File: src/rtl/bpc_pkg.sv
// ----------------------------------------------------------------------------
// bpc_pkg
// Shared types and constants for the barometric pressure compensation unit.
// ----------------------------------------------------------------------------
package bpc_pkg;

    localparam int COEF_W    = 16;
    localparam int CFG_IDX_W = 3;
    localparam int RAW_W     = 24;
    localparam int TEMP_W    = 19;
    localparam int PRES_W    = 32;

    // temperature thresholds, hundredths of a degree
    localparam logic signed [TEMP_W-1:0] TEMP_REF  = 19'sd2000;
    localparam logic signed [TEMP_W-1:0] TEMP_VLOW = -19'sd1500;

    typedef enum logic [CFG_IDX_W-1:0] {
        CFG_SENS       = 3'd0,
        CFG_OFF        = 3'd1,
        CFG_SENS_TC    = 3'd2,
        CFG_OFF_TC     = 3'd3,
        CFG_REF_TEMP   = 3'd4,
        CFG_TEMP_SLOPE = 3'd5
    } t_cfg_idx;

    typedef struct packed {
        logic [COEF_W-1:0] sens;
        logic [COEF_W-1:0] off;
        logic [COEF_W-1:0] sens_tc;
        logic [COEF_W-1:0] off_tc;
        logic [COEF_W-1:0] ref_temp;
        logic [COEF_W-1:0] temp_slope;
    } t_coef;

endpackage

File: src/rtl/bpc_cfg_regs.sv
// ----------------------------------------------------------------------------
// bpc_cfg_regs
// Calibration coefficient register file; writes to unknown indexes drop.
// ----------------------------------------------------------------------------
module bpc_cfg_regs (
    input  logic                           i_clk,
    input  logic                           i_rst_n,
    input  logic                           i_cfg_we,
    input  logic [bpc_pkg::CFG_IDX_W-1:0]  i_cfg_idx,
    input  logic [bpc_pkg::COEF_W-1:0]     i_cfg_wdata,
    output bpc_pkg::t_coef                 o_coef
);

    bpc_pkg::t_coef r_coef;

    always_ff @(posedge i_clk) begin
        if (!i_rst_n) begin
            r_coef <= '0;
        end else if (i_cfg_we) begin
            case (bpc_pkg::t_cfg_idx'(i_cfg_idx))
                bpc_pkg::CFG_SENS:       r_coef.sens       <= i_cfg_wdata;
                bpc_pkg::CFG_OFF:        r_coef.off        <= i_cfg_wdata;
                bpc_pkg::CFG_SENS_TC:    r_coef.sens_tc    <= i_cfg_wdata;
                bpc_pkg::CFG_OFF_TC:     r_coef.off_tc     <= i_cfg_wdata;
                bpc_pkg::CFG_REF_TEMP:   r_coef.ref_temp   <= i_cfg_wdata;
                bpc_pkg::CFG_TEMP_SLOPE: r_coef.temp_slope <= i_cfg_wdata;
                default: ;
            endcase
        end
    end

    assign o_coef = r_coef;

endmodule

File: config.mk
export PLATFORM = sky130hd
export DESIGN_NAME = bpc_cfg_regs
export DESIGN_NICKNAME = d
export VERILOG_FILES = /design/src/rtl/bpc_pkg.sv /design/src/rtl/bpc_cfg_regs.sv
export SDC_FILE = /design/constraint.sdc
export NUM_CORES = 1
export LEC_CHECK = 0
export BUFFER_PORTS_ARGS = -buffer_cell sky130_fd_sc_hd__buf_2
export CORE_UTILIZATION = 45
export CTS_CLUSTER_SIZE = 14
export DETAILED_ROUTE_END_ITERATION = 8
export HOLD_SLACK_MARGIN = 0.12
export PLACE_DENSITY = 0.83
export SYNTH_ARGS = -nofsm -noshare
export SYNTH_HDL_FRONTEND = slang
export SYNTH_SLANG_ARGS = --single-unit
File: constraint.sdc
create_clock -name i_clk -period 1.4 [get_ports i_clk]
set_input_delay 0.28 -clock i_clk [delete_from_list [all_inputs] [get_ports i_clk]]
set_output_delay 0.28 -clock i_clk [all_outputs]
set_load 0.03 [all_outputs]
Word-level counts from Yosys, hierarchy flattened. Cells that the tools add are included.

Register bits after elaboration: 96. Latch bits: 0. Bits in writable memories: 0. Bits in read-only memories: 0. Input port bits: 22. Word-level logic and storage cells: 18. Memories kept: 0.

Add/sub/neg operators: 0. $mul: 0. Div/mod/pow operators: 0. Order comparisons: 0. Eq/ne operators: 5. Shift operators: 0. Muxes and demuxes: 0. Bitwise gates (word level): 0. Reduce and logical (&&, ||, !) cells: 7.

Operator list (count): 2-bit AND reduction (6); 3-bit by 2-bit equality test with 1-bit output, second input constant (2); 3-bit equality test, second input constant (2); 3-bit by 1-bit equality test with 1-bit output, second input constant (1); 3-bit logical NOT (1).

Longest topological paths before layout. Gate-level depths: netlist of run 1.

Depth in word-level cells: 2. Gate-level depth with buffers: 4.

Worst setup path before layout of run 1. No wires, ideal clock.

Kind: input to register. Start point: input i_cfg_idx[1] (netlist name). End point: register r_coef (netlist bit o_coef[89]). Arrival time: 1.207 ns. Data required time: 1.277 ns. Slack: 0.070 ns. Cell stages on the path: 4. Path buffers: 2. Cells stage by stage: or4b_1 -> buf_6 -> buf_12 -> mux2i_1.

Longest elaborated chain between the ends: 2.

RTL lines: from (decl) (line bpc_cfg_regs.sv:9) `input logic [bpc_pkg::CFG_IDX_W-1:0] i_cfg_idx,`; 3-bit logical NOT (line bpc_cfg_regs.sv:20) `case (bpc_pkg::t_cfg_idx'(i_cfg_idx))`; 2-bit AND reduction (no line); to (decl) (line bpc_cfg_regs.sv:14) `bpc_pkg::t_coef r_coef;`.

No other way between the ends. A chain may end at the register's enable or synchronous reset.

Worst setup path in the final report of run 1.
Start point: register r_coef (netlist bit o_coef[20]). End point: output o_coef[20] (netlist name).

RTL lines: to (decl) (line bpc_cfg_regs.sv:11) `output bpc_pkg::t_coef o_coef`.

No word-level cell between the ends.

==> results of run 1 <==
## final timing paths
path | to | depth (start not counted)
setup / recovery | o_coef[20] | 1
hold / removal | o_coef[19]$_SDFFE_PN0P_ | 3
setup reg to reg | o_coef[1]$_SDFFE_PN0P_ | 2
hold reg to reg | o_coef[78]$_SDFFE_PN0P_ | 2
## layout by cell type, fill, tap and decap left out
cell type / instances
clkinvlp_4: 2
nand4b_1: 2
nand2_1: 112
buf_12: 8
dfxtp_1: 96
or4b_1: 1
bufinv_16: 3
clkbuf_1: 2
buf_2: 116
buf_4: 7
and4bb_2: 1
clkbuf_8: 9
mux2i_1: 96
nand4bb_1: 2
## routing by layer
metal / GRT usage (%) / vias to the layer above
met4: 7.39 / 0
met1: 24.4 / 1292
met3: 3.81 / 2
met5: 0 / -
li1: - / 1344
met2: 32.0 / 73
## final cells by class
class                           instances  area, sq um  area share (%)
Timing Repair Buffer                  131          793            17.6
Sequential cell                        96         1920            42.5
Clock buffer                           11          131            2.91
Clock inverter                          5          105            2.33
Multi-Input combinational cell        214         1440            31.9
Tap cell                               99          124            2.74
## report_power, final
part	internal, W	switching [W]	leakage, nW
clock	0.00119	0.000919	0.110
sequential	0.00279	0.0000307	0.777
combinational	0.000166	0.000312	1.63
total	0.00414	0.00126	2.52
## worst reg2reg max path, cell delays in order (launching register included)
cell and delay (ns):
dfxtp_1 0.36, nand2_1 0.06, mux2i_1 0.13
## kinds of logic after synthesis
kind of cell	Yosys count	share of synthesized area, %
and+or+nand+nor	118	13.8
muxes	96	27.5
DFF	96	55.0
buffers and inverters	24	3.69
## per-stage QoR
stage                     area (sq um)  setup TNS, ns  total power (W)  setup WS (ns)  utilization (%)
after floorplan                   3490              0          0.00319         0.0697                -
after global placement            4280       -0.00874          0.00336       -0.00376             58.1
after detailed placement          4280         -0.204          0.00337        -0.0197             58.1
after CTS                         4520              0          0.00544          0.188             61.3
after global routing              4520              0          0.00560          0.165             61.3
final                             4520              0          0.00541          0.200             61.3
==> impl_metrics.env, run 1 <==
export IMPL_outcome="completed"
export IMPL_io_pins=118
export IMPL_crit_chain="buf_2"
export IMPL_final_period_utilization_pct=85.7
export IMPL_hpwlAfterDp_um=5650
export IMPL_clock_skew_ns=0
export IMPL_drive_gt1_share_pct=31.9
export IMPL_finalNetCount=474
export IMPL_area_growth_syn_to_layout_pct=29.3
export IMPL_crit_family="flip-flops"
export IMPL_synth_edf_count=0
export IMPL_clock_sinks=96
export IMPL_htreeDepth=3
export IMPL_r2r_start="o_coef[1]$_SDFFE_PN0P_"
export IMPL_cp_startpoint="o_coef[20]$_SDFFE_PN0P_"
export IMPL_slowest_stage="dfxtp_1"
export IMPL_port_buffers=117
export IMPL_fp_coreArea_sq_um=7370
export IMPL_netlist_top_cells_count="nand2_1 (112), dfxtp_1 (96), mux2i_1 (96)"
export IMPL_numCtsBuffers=9
export IMPL_synthCells=334
export IMPL_stdcell_count=556
export IMPL_syn_area_sq_um=3490
export IMPL_fmax_mhz=833
export IMPL_end_kind="output pin"
export IMPL_post_cts_setup_buffers=0
export IMPL_syn_nets=356
export IMPL_holdCritStartpoint="i_cfg_wdata[3]"
export IMPL_wl_per_cell_um=14.3
export IMPL_finalHoldViolations=0
export IMPL_worst_hold_slack_ns=0.299
export IMPL_grt_pass1_wl_um=12300
export IMPL_ys_types=13
export IMPL_antenna_found_initial=0
export IMPL_final_max_slew_viol_count=0
export IMPL_vias_per_cell=4.88
export IMPL_maxCapViolCount=0
export IMPL_wl_met2_um=3950
export IMPL_ys_ff_latch=96
export IMPL_wl_met1_um=3640
export IMPL_vias=2711
export IMPL_met3_length_um=318
export IMPL_cp_buffers_inverters=1
export IMPL_max_stage_delay_ns=0.37
export IMPL_grt_max_degree=42
export IMPL_crit_arrival_ns=0.92
export IMPL_firstDrtPassIters=4
export IMPL_rows=31
export IMPL_ff2ff_setup_slack_ns=0.79
export IMPL_p_leak_nw=2.52
export IMPL_drc=0
export IMPL_rsz0062_at_grt="false"
export IMPL_synth_most_common_cell="nand2_1"
export IMPL_n_fill_cell=604
export IMPL_required_ns=1.12
export IMPL_relSlewSlack_pct=82.2
export IMPL_start_util_pct=47.4
export IMPL_drtIter0Drc=89
export IMPL_synthFlopType="dfxtp_1"
export IMPL_grt_overflow_total=0
export IMPL_postCtsHoldBufs=0
export IMPL_cts_root_buf="clkbuf_8"
export IMPL_yosys_warnings=0
export IMPL_fp_dieArea_sq_um=8120
export IMPL_fin_crit_ns=1.20
export IMPL_power_density_nw_per_um2=1200
export IMPL_synth_area_leaders="dfxtp_1 (55%), mux2i_1 (27%), nand2_1 (12%)"
export IMPL_routed_wl_um=7960
export IMPL_cp_max_fo=2
export IMPL_n_antenna_cell=0
export IMPL_synth_top_cell_area_share_pct=55.0
export IMPL_setup_viol=0
export IMPL_async_reset_ff_share_pct=0
export IMPL_start_kind="flip-flop"
export IMPL_cts_tree="done"
export IMPL_ir_drop_mv=0.653
export IMPL_place_congestion=0.770
export IMPL_ant_nets=0
export IMPL_largest_reg_flops=96
export IMPL_synth_area_per_cell_sq_um=10.5
export IMPL_hp_class="input port to flip-flop"
export IMPL_post_cts_resize_count=0
export IMPL_cts_buffer_depth=2
export IMPL_die_h_um=90.1
export IMPL_dieWidth_um=90.1
export IMPL_grt_total_usage_pct=19.2
export IMPL_seq_area_frac_synth_pct=55.0
export IMPL_clkTransAtPathRegs_ns=0.09
export IMPL_top_layer="met4"
export IMPL_yosys_area_top_type="dfxtp_1"
export IMPL_tightest_slew_ns=0.266
export IMPL_grt_pass1_vias=2498
export IMPL_path_class="flip-flop to output pin"
export IMPL_insertion_delay_ns=0.35
export IMPL_place_inst=540
Power figures use the tool's default switching activity.
==> run 2: changes to the inputs <==
--- a/config.mk
+++ b/config.mk
@@ -11,6 +11,7 @@
 export DETAILED_ROUTE_END_ITERATION = 8
 export HOLD_SLACK_MARGIN = 0.12
 export PLACE_DENSITY = 0.83
+export RECOVER_POWER = 25
 export SYNTH_ARGS = -nofsm -noshare
 export SYNTH_HDL_FRONTEND = slang
 export SYNTH_SLANG_ARGS = --single-unit
==> run 2 against run 1 <==
Clock power hardly changed. Cell count stayed put. Sequential share of layout area is 0.57 points higher. Global-route usage stayed put. Utilization is 0.81 points lower. Via count is 0.77% higher. Register-to-register slack hardly changed. Hold slack better by 0.0015 ns. Fmax is 0.39% lower. Combinational power is 2% lower. Critical endpoint unchanged. Largest power group unchanged. Highest routed layer unchanged.
==> impl_metrics.env, run 2 (synthesized netlist as in run 1, its figures left out) <==
export IMPL_outcome="completed"
export IMPL_port_buffers=117
export IMPL_grt_pass1_wl_um=12300
export IMPL_setup_viol=0
export IMPL_path_depth=1
export IMPL_fin_crit_ns=1.20
export IMPL_finalNetCount=474
export IMPL_cp_buffers_inverters=1
export IMPL_p_leak_nw=2.49
export IMPL_required_ns=1.12
export IMPL_antenna_found_initial=0
export IMPL_top_layer="met4"
export IMPL_cts_buffer_depth=2
export IMPL_wl_met2_um=3900
export IMPL_io_pins=118
export IMPL_grt_pass1_vias=2498
export IMPL_postCtsHoldBufs=0
export IMPL_setup_ws_ns=0.195
export IMPL_post_cts_resize_count=0
export IMPL_clock_skew_ns=0
export IMPL_tightest_slew_ns=0.614
export IMPL_final_max_slew_viol_count=0
export IMPL_crit_family="flip-flops"
export IMPL_cts_root_buf="clkbuf_8"
export IMPL_drtIter0Drc=82
export IMPL_final_period_utilization_pct=86.1
export IMPL_fmax_mhz=830
export IMPL_grt_overflow_total=0
export IMPL_numCtsBuffers=9
export IMPL_post_cts_setup_buffers=0
export IMPL_end_kind="output pin"
export IMPL_htreeDepth=3
export IMPL_dieWidth_um=90.1
export IMPL_insertion_delay_ns=0.35
export IMPL_vias=2732
export IMPL_met3_length_um=363
export IMPL_grt_total_usage_pct=19.2
export IMPL_relSlewSlack_pct=59.1
export IMPL_ant_nets=0
export IMPL_rsz0062_at_grt="false"
export IMPL_max_stage_delay_ns=0.37
export IMPL_grt_max_degree=42
export IMPL_path_class="flip-flop to output pin"
export IMPL_largest_reg_flops=96
export IMPL_clkTransAtPathRegs_ns=0.09
export IMPL_firstDrtPassIters=6
export IMPL_slowest_stage="dfxtp_1"
export IMPL_start_kind="flip-flop"
export IMPL_dp_slack_ns=-0.0197
export IMPL_finalSetupTns_ns=0
export IMPL_ir_drop_mv=0.652
export IMPL_start_util_pct=47.4
export IMPL_layout_commonest_cell="buf_2"
export IMPL_crit_arrival_ns=0.92
export IMPL_drive_gt1_share_pct=31.1
export IMPL_worstHoldPathCells=3
export IMPL_clock_sinks=96
export IMPL_routed_wl_um=7940
export IMPL_place_congestion=0.770
export IMPL_drc=0
export IMPL_fp_coreArea_sq_um=7370
export IMPL_rr_worst_depth=2
export IMPL_vias_per_cell=4.91
export IMPL_n_fill_cell=615
export IMPL_final_util_pct=60.5
export IMPL_cp_max_fo=2
export IMPL_final_cell_mix="buf_2 (115), nand2_1 (112), mux2i_1 (96), dfxtp_1 (96), clkbuf_8 (9)"
export IMPL_rows=31
export IMPL_maxCapViolCount=0
export IMPL_hp_class="input port to flip-flop"
export IMPL_wl_met1_um=3590
export IMPL_finalHoldViolations=0
export IMPL_power_density_nw_per_um2=1210
export IMPL_fp_dieArea_sq_um=8120
export IMPL_die_h_um=90.1
export IMPL_crit_chain="buf_2"
export IMPL_hpwlAfterDp_um=5650
export IMPL_area_growth_syn_to_layout_pct=27.6
export IMPL_n_antenna_cell=0
export IMPL_cts_tree="done"
export IMPL_wl_per_cell_um=14.3
## run 2: cell count changes in the layout (fill, tap and decap cells not counted), sizes merged
cell    change
buf         -8
clkbuf      +8
## run 2: layer usage
metal,vias up,GRT usage (%)
met4,0,7.39
li1,1343,-
met3,6,3.81
met5,-,0
met1,1299,24.4
met2,84,32.0
## run 2: area by class of cell
type / count / area, sq um / area share, %
Sequential cell: 96 / 1920 / 43.1
Timing Repair Buffer: 131 / 733 / 16.4
Tap cell: 99 / 124 / 2.78
Multi-Input combinational cell: 214 / 1440 / 32.4
Clock inverter: 5 / 105 / 2.36
Clock buffer: 11 / 131 / 2.95
## run 2: worst paths after layout
check | startpoint | to | slack (ns)
max | o_coef[20]$_SDFFE_PN0P_ | o_coef[20] | 0.20
min reg2reg | o_coef[78]$_SDFFE_PN0P_ | o_coef[78]$_SDFFE_PN0P_ | 0.46
min | i_cfg_wdata[3] | o_coef[19]$_SDFFE_PN0P_ | 0.30
max reg2reg | o_coef[1]$_SDFFE_PN0P_ | o_coef[1]$_SDFFE_PN0P_ | 0.79
## run 2: report_power, final
part | internal (W) | switching [W] | total, W
registers | 0.00279 | 0.0000308 | 0.00282
clock network | 0.00119 | 0.000920 | 0.00211
logic | 0.000157 | 0.000312 | 0.000469
## run 2: through the flow
step	instance area [sq um]	hold slack, ns	instances	power (W)
after global routing	4460	0.318	556	0.00559
after global placement	4280	0.439	540	0.00336
after floorplan	3490	0.523	334	0.00319
after detailed placement	4280	0.447	540	0.00337
final	4460	0.300	556	0.00540
after CTS	4520	0.294	556	0.00544
==> run 3: changes to the inputs <==
--- a/config.mk
+++ b/config.mk
@@ -6,11 +6,11 @@
 export NUM_CORES = 1
 export LEC_CHECK = 0
 export BUFFER_PORTS_ARGS = -buffer_cell sky130_fd_sc_hd__buf_2
-export CORE_UTILIZATION = 45
+export CORE_UTILIZATION = 40
 export CTS_CLUSTER_SIZE = 14
 export DETAILED_ROUTE_END_ITERATION = 8
 export HOLD_SLACK_MARGIN = 0.12
-export PLACE_DENSITY = 0.83
+export PLACE_DENSITY = 0.68
 export RECOVER_POWER = 25
 export SYNTH_ARGS = -nofsm -noshare
 export SYNTH_HDL_FRONTEND = slang
==> run 3 against run 2 <==
Clock-buffer cell count shrank 1. Power fell by 4.0%. Combinational power shrank 1%. Sequential share of layout area increased by 0.53 points. Wire length increased by 3.1%. Critical path depth up 4. Utilization fell by 7.7 points. Die area grew 12%. Global-route usage fell by 0.77 points. Sequential cell count is the same. Critical path type is now input port to flip-flop. Non-clock buffer count is 2 lower. Clock skew is the same.
==> impl_metrics.env, run 3 (synthesized netlist as in run 1, its figures left out) <==
export IMPL_grt_max_degree=56
export IMPL_p_seq_share_pct=54.4
export IMPL_required_ns=1.67
export IMPL_clkPwrFrac_pct=36.7
export IMPL_rsz0062_at_grt="false"
export IMPL_swShare_pct=24.0
export IMPL_maxCapViolCount=0
export IMPL_tightest_slew_ns=0.620
export IMPL_r2r_start="o_coef[89]$_SDFFE_PN0P_"
export IMPL_routed_wl_um=8180
export IMPL_layout_commonest_cell="buf_2"
export IMPL_reg2reg_to="o_coef[89]$_SDFFE_PN0P_"
export IMPL_vias=2695
export IMPL_wl_per_cell_um=14.6
export IMPL_io_pins=118
export IMPL_wl_met1_um=3940
export IMPL_drive_gt1_share_pct=31.3
export IMPL_clock_skew_ns=0
export IMPL_htreeDepth=3
export IMPL_fin_crit_ns=1.22
export IMPL_place_congestion=0.713
export IMPL_vias_per_cell=4.82
export IMPL_ff2ff_setup_slack_ns=0.75
export IMPL_fp_dieArea_sq_um=9110
export IMPL_rr_worst_depth=2
export IMPL_n_fill_cell=774
export IMPL_hpwlAfterDp_um=5750
export IMPL_finalHoldViolations=0
export IMPL_setup_viol=0
export IMPL_final_cell_mix="buf_2 (116), nand2_1 (112), mux2i_1 (96), dfxtp_1 (96), clkbuf_8 (9)"
export IMPL_firstDrtPassIters=4
export IMPL_n_antenna_cell=0
export IMPL_grt_pass1_vias=2542
export IMPL_finalNetCount=472
export IMPL_cts_tree="done"
export IMPL_drtIter0Drc=82
export IMPL_numCtsBuffers=9
export IMPL_largest_reg_flops=96
export IMPL_met3_length_um=425
export IMPL_outcome="completed"
export IMPL_start_util_pct=41.9
export IMPL_clkTransAtPathRegs_ns=0.09
export IMPL_ir_drop_mv=0.506
export IMPL_final_period_utilization_pct=87.2
export IMPL_antenna_found_initial=0
export IMPL_worstHoldPathCells=3
export IMPL_port_buffers=117
export IMPL_seq_area_sq_um=1920
export IMPL_fp_coreArea_sq_um=8340
export IMPL_die_h_um=95.5
export IMPL_end_kind="flip-flop"
export IMPL_ant_nets=0
export IMPL_clock_sinks=96
export IMPL_cp_max_fo=16
export IMPL_post_cts_resize_count=0
export IMPL_power_density_nw_per_um2=1180
export IMPL_holdCritStartpoint="i_cfg_wdata[3]"
export IMPL_min_to="o_coef[35]$_SDFFE_PN0P_"
export IMPL_stdcell_count=559
export IMPL_worst_hold_slack_ns=0.307
export IMPL_final_max_slew_viol_count=0
export IMPL_comb_power_share_pct=8.9
export IMPL_top_layer="met4"
export IMPL_cts_buffer_depth=2
export IMPL_relSlewSlack_pct=58.6
export IMPL_grt_total_usage_pct=18.4
export IMPL_fin_area_sq_um=4410
export IMPL_post_cts_setup_buffers=0
export IMPL_dieWidth_um=95.5
export IMPL_hp_class="input port to flip-flop"
export IMPL_insertion_delay_ns=0.34
export IMPL_p_leak_nw=2.47
export IMPL_power_switching_w=0.00124
export IMPL_placed_area_sq_um=4260
export IMPL_postCtsHoldBufs=0
export IMPL_start_kind="input port"
export IMPL_fmax_mhz=819
export IMPL_crit_arrival_ns=1.49
export IMPL_place_inst=544
export IMPL_multi_input_area_sq_um=1440
export IMPL_rows=33
export IMPL_drc=0
export IMPL_grt_pass1_wl_um=12700
export IMPL_cts_root_buf="clkbuf_8"
export IMPL_intPower_w=0.00394
export IMPL_path_class="input port to flip-flop"
export IMPL_grt_overflow_total=0
export IMPL_area_growth_syn_to_layout_pct=26.1
export IMPL_wl_met2_um=3720
==> run 3: stage by stage <==
stage / utilization, % / power [W] / setup TNS, ns / worst slack (ns)
2_1_floorplan: - / 0.00319 / 0 / 0.0697
5_1_grt: 52.8 / 0.00539 / 0 / 0.101
3_5_place_dp: 51.1 / 0.00336 / -0.363 / -0.0283
3_3_place_gp: 51.1 / 0.00335 / -0.0220 / -0.00465
4_1_cts: 53.6 / 0.00526 / 0 / 0.175
6_report: 52.8 / 0.00518 / 0 / 0.179
==> run 3: area by class of cell <==
cell class,count,share of cell area (%)
Sequential cell,96,43.6
Multi-Input combinational cell,214,32.8
Timing Repair Buffer,129,15.8
Tap cell,105,2.98
Clock inverter,5,1.87
Clock buffer,10,2.90
==> run 3: worst max path at each step <==
stage	from	endpoint	slack [ns]	depth (start not counted)
3_3_place_gp	i_cfg_idx[1]	o_coef[94]$_SDFFE_PN0P_	-0.005	4
4_1_cts	o_coef[89]$_SDFFE_PN0P_	o_coef[89]	0.18	1
2_1_floorplan	i_cfg_idx[1]	o_coef[89]$_SDFFE_PN0P_	0.07	4
3_5_place_dp	i_cfg_idx[1]	o_coef[89]$_SDFFE_PN0P_	-0.03	4
5_1_grt	i_cfg_idx[0]	o_coef[61]$_SDFFE_PN0P_	0.10	5
6_report	i_cfg_idx[0]	o_coef[61]$_SDFFE_PN0P_	0.18	5
==> run 3: critical path, stage by stage <==
cell and delay [ns]:
buf_2 0.08, clkbuf_1 0.16, nand4bb_1 0.17, clkbuf_2 0.52, mux2i_1 0.26
==> run 3: power groups by stage <==
stage / Sequential [W] / Combinational [W] / Clock, W
2_1_floorplan: 0.00300 / 0.000185 / 0
3_3_place_gp: 0.00288 / 0.000469 / 0
3_5_place_dp: 0.00288 / 0.000479 / 0
4_1_cts: 0.00282 / 0.000480 / 0.00196
5_1_grt: 0.00283 / 0.000500 / 0.00206
6_report: 0.00282 / 0.000462 / 0.00190
==> run 3: layer usage <==
layer  track usage, %  vias to the layer above
met3             4.15                       10
li1                 -                     1339
met1             24.3                     1262
met4             7.21                        0
met5                0                        -
met2             29.2                       84
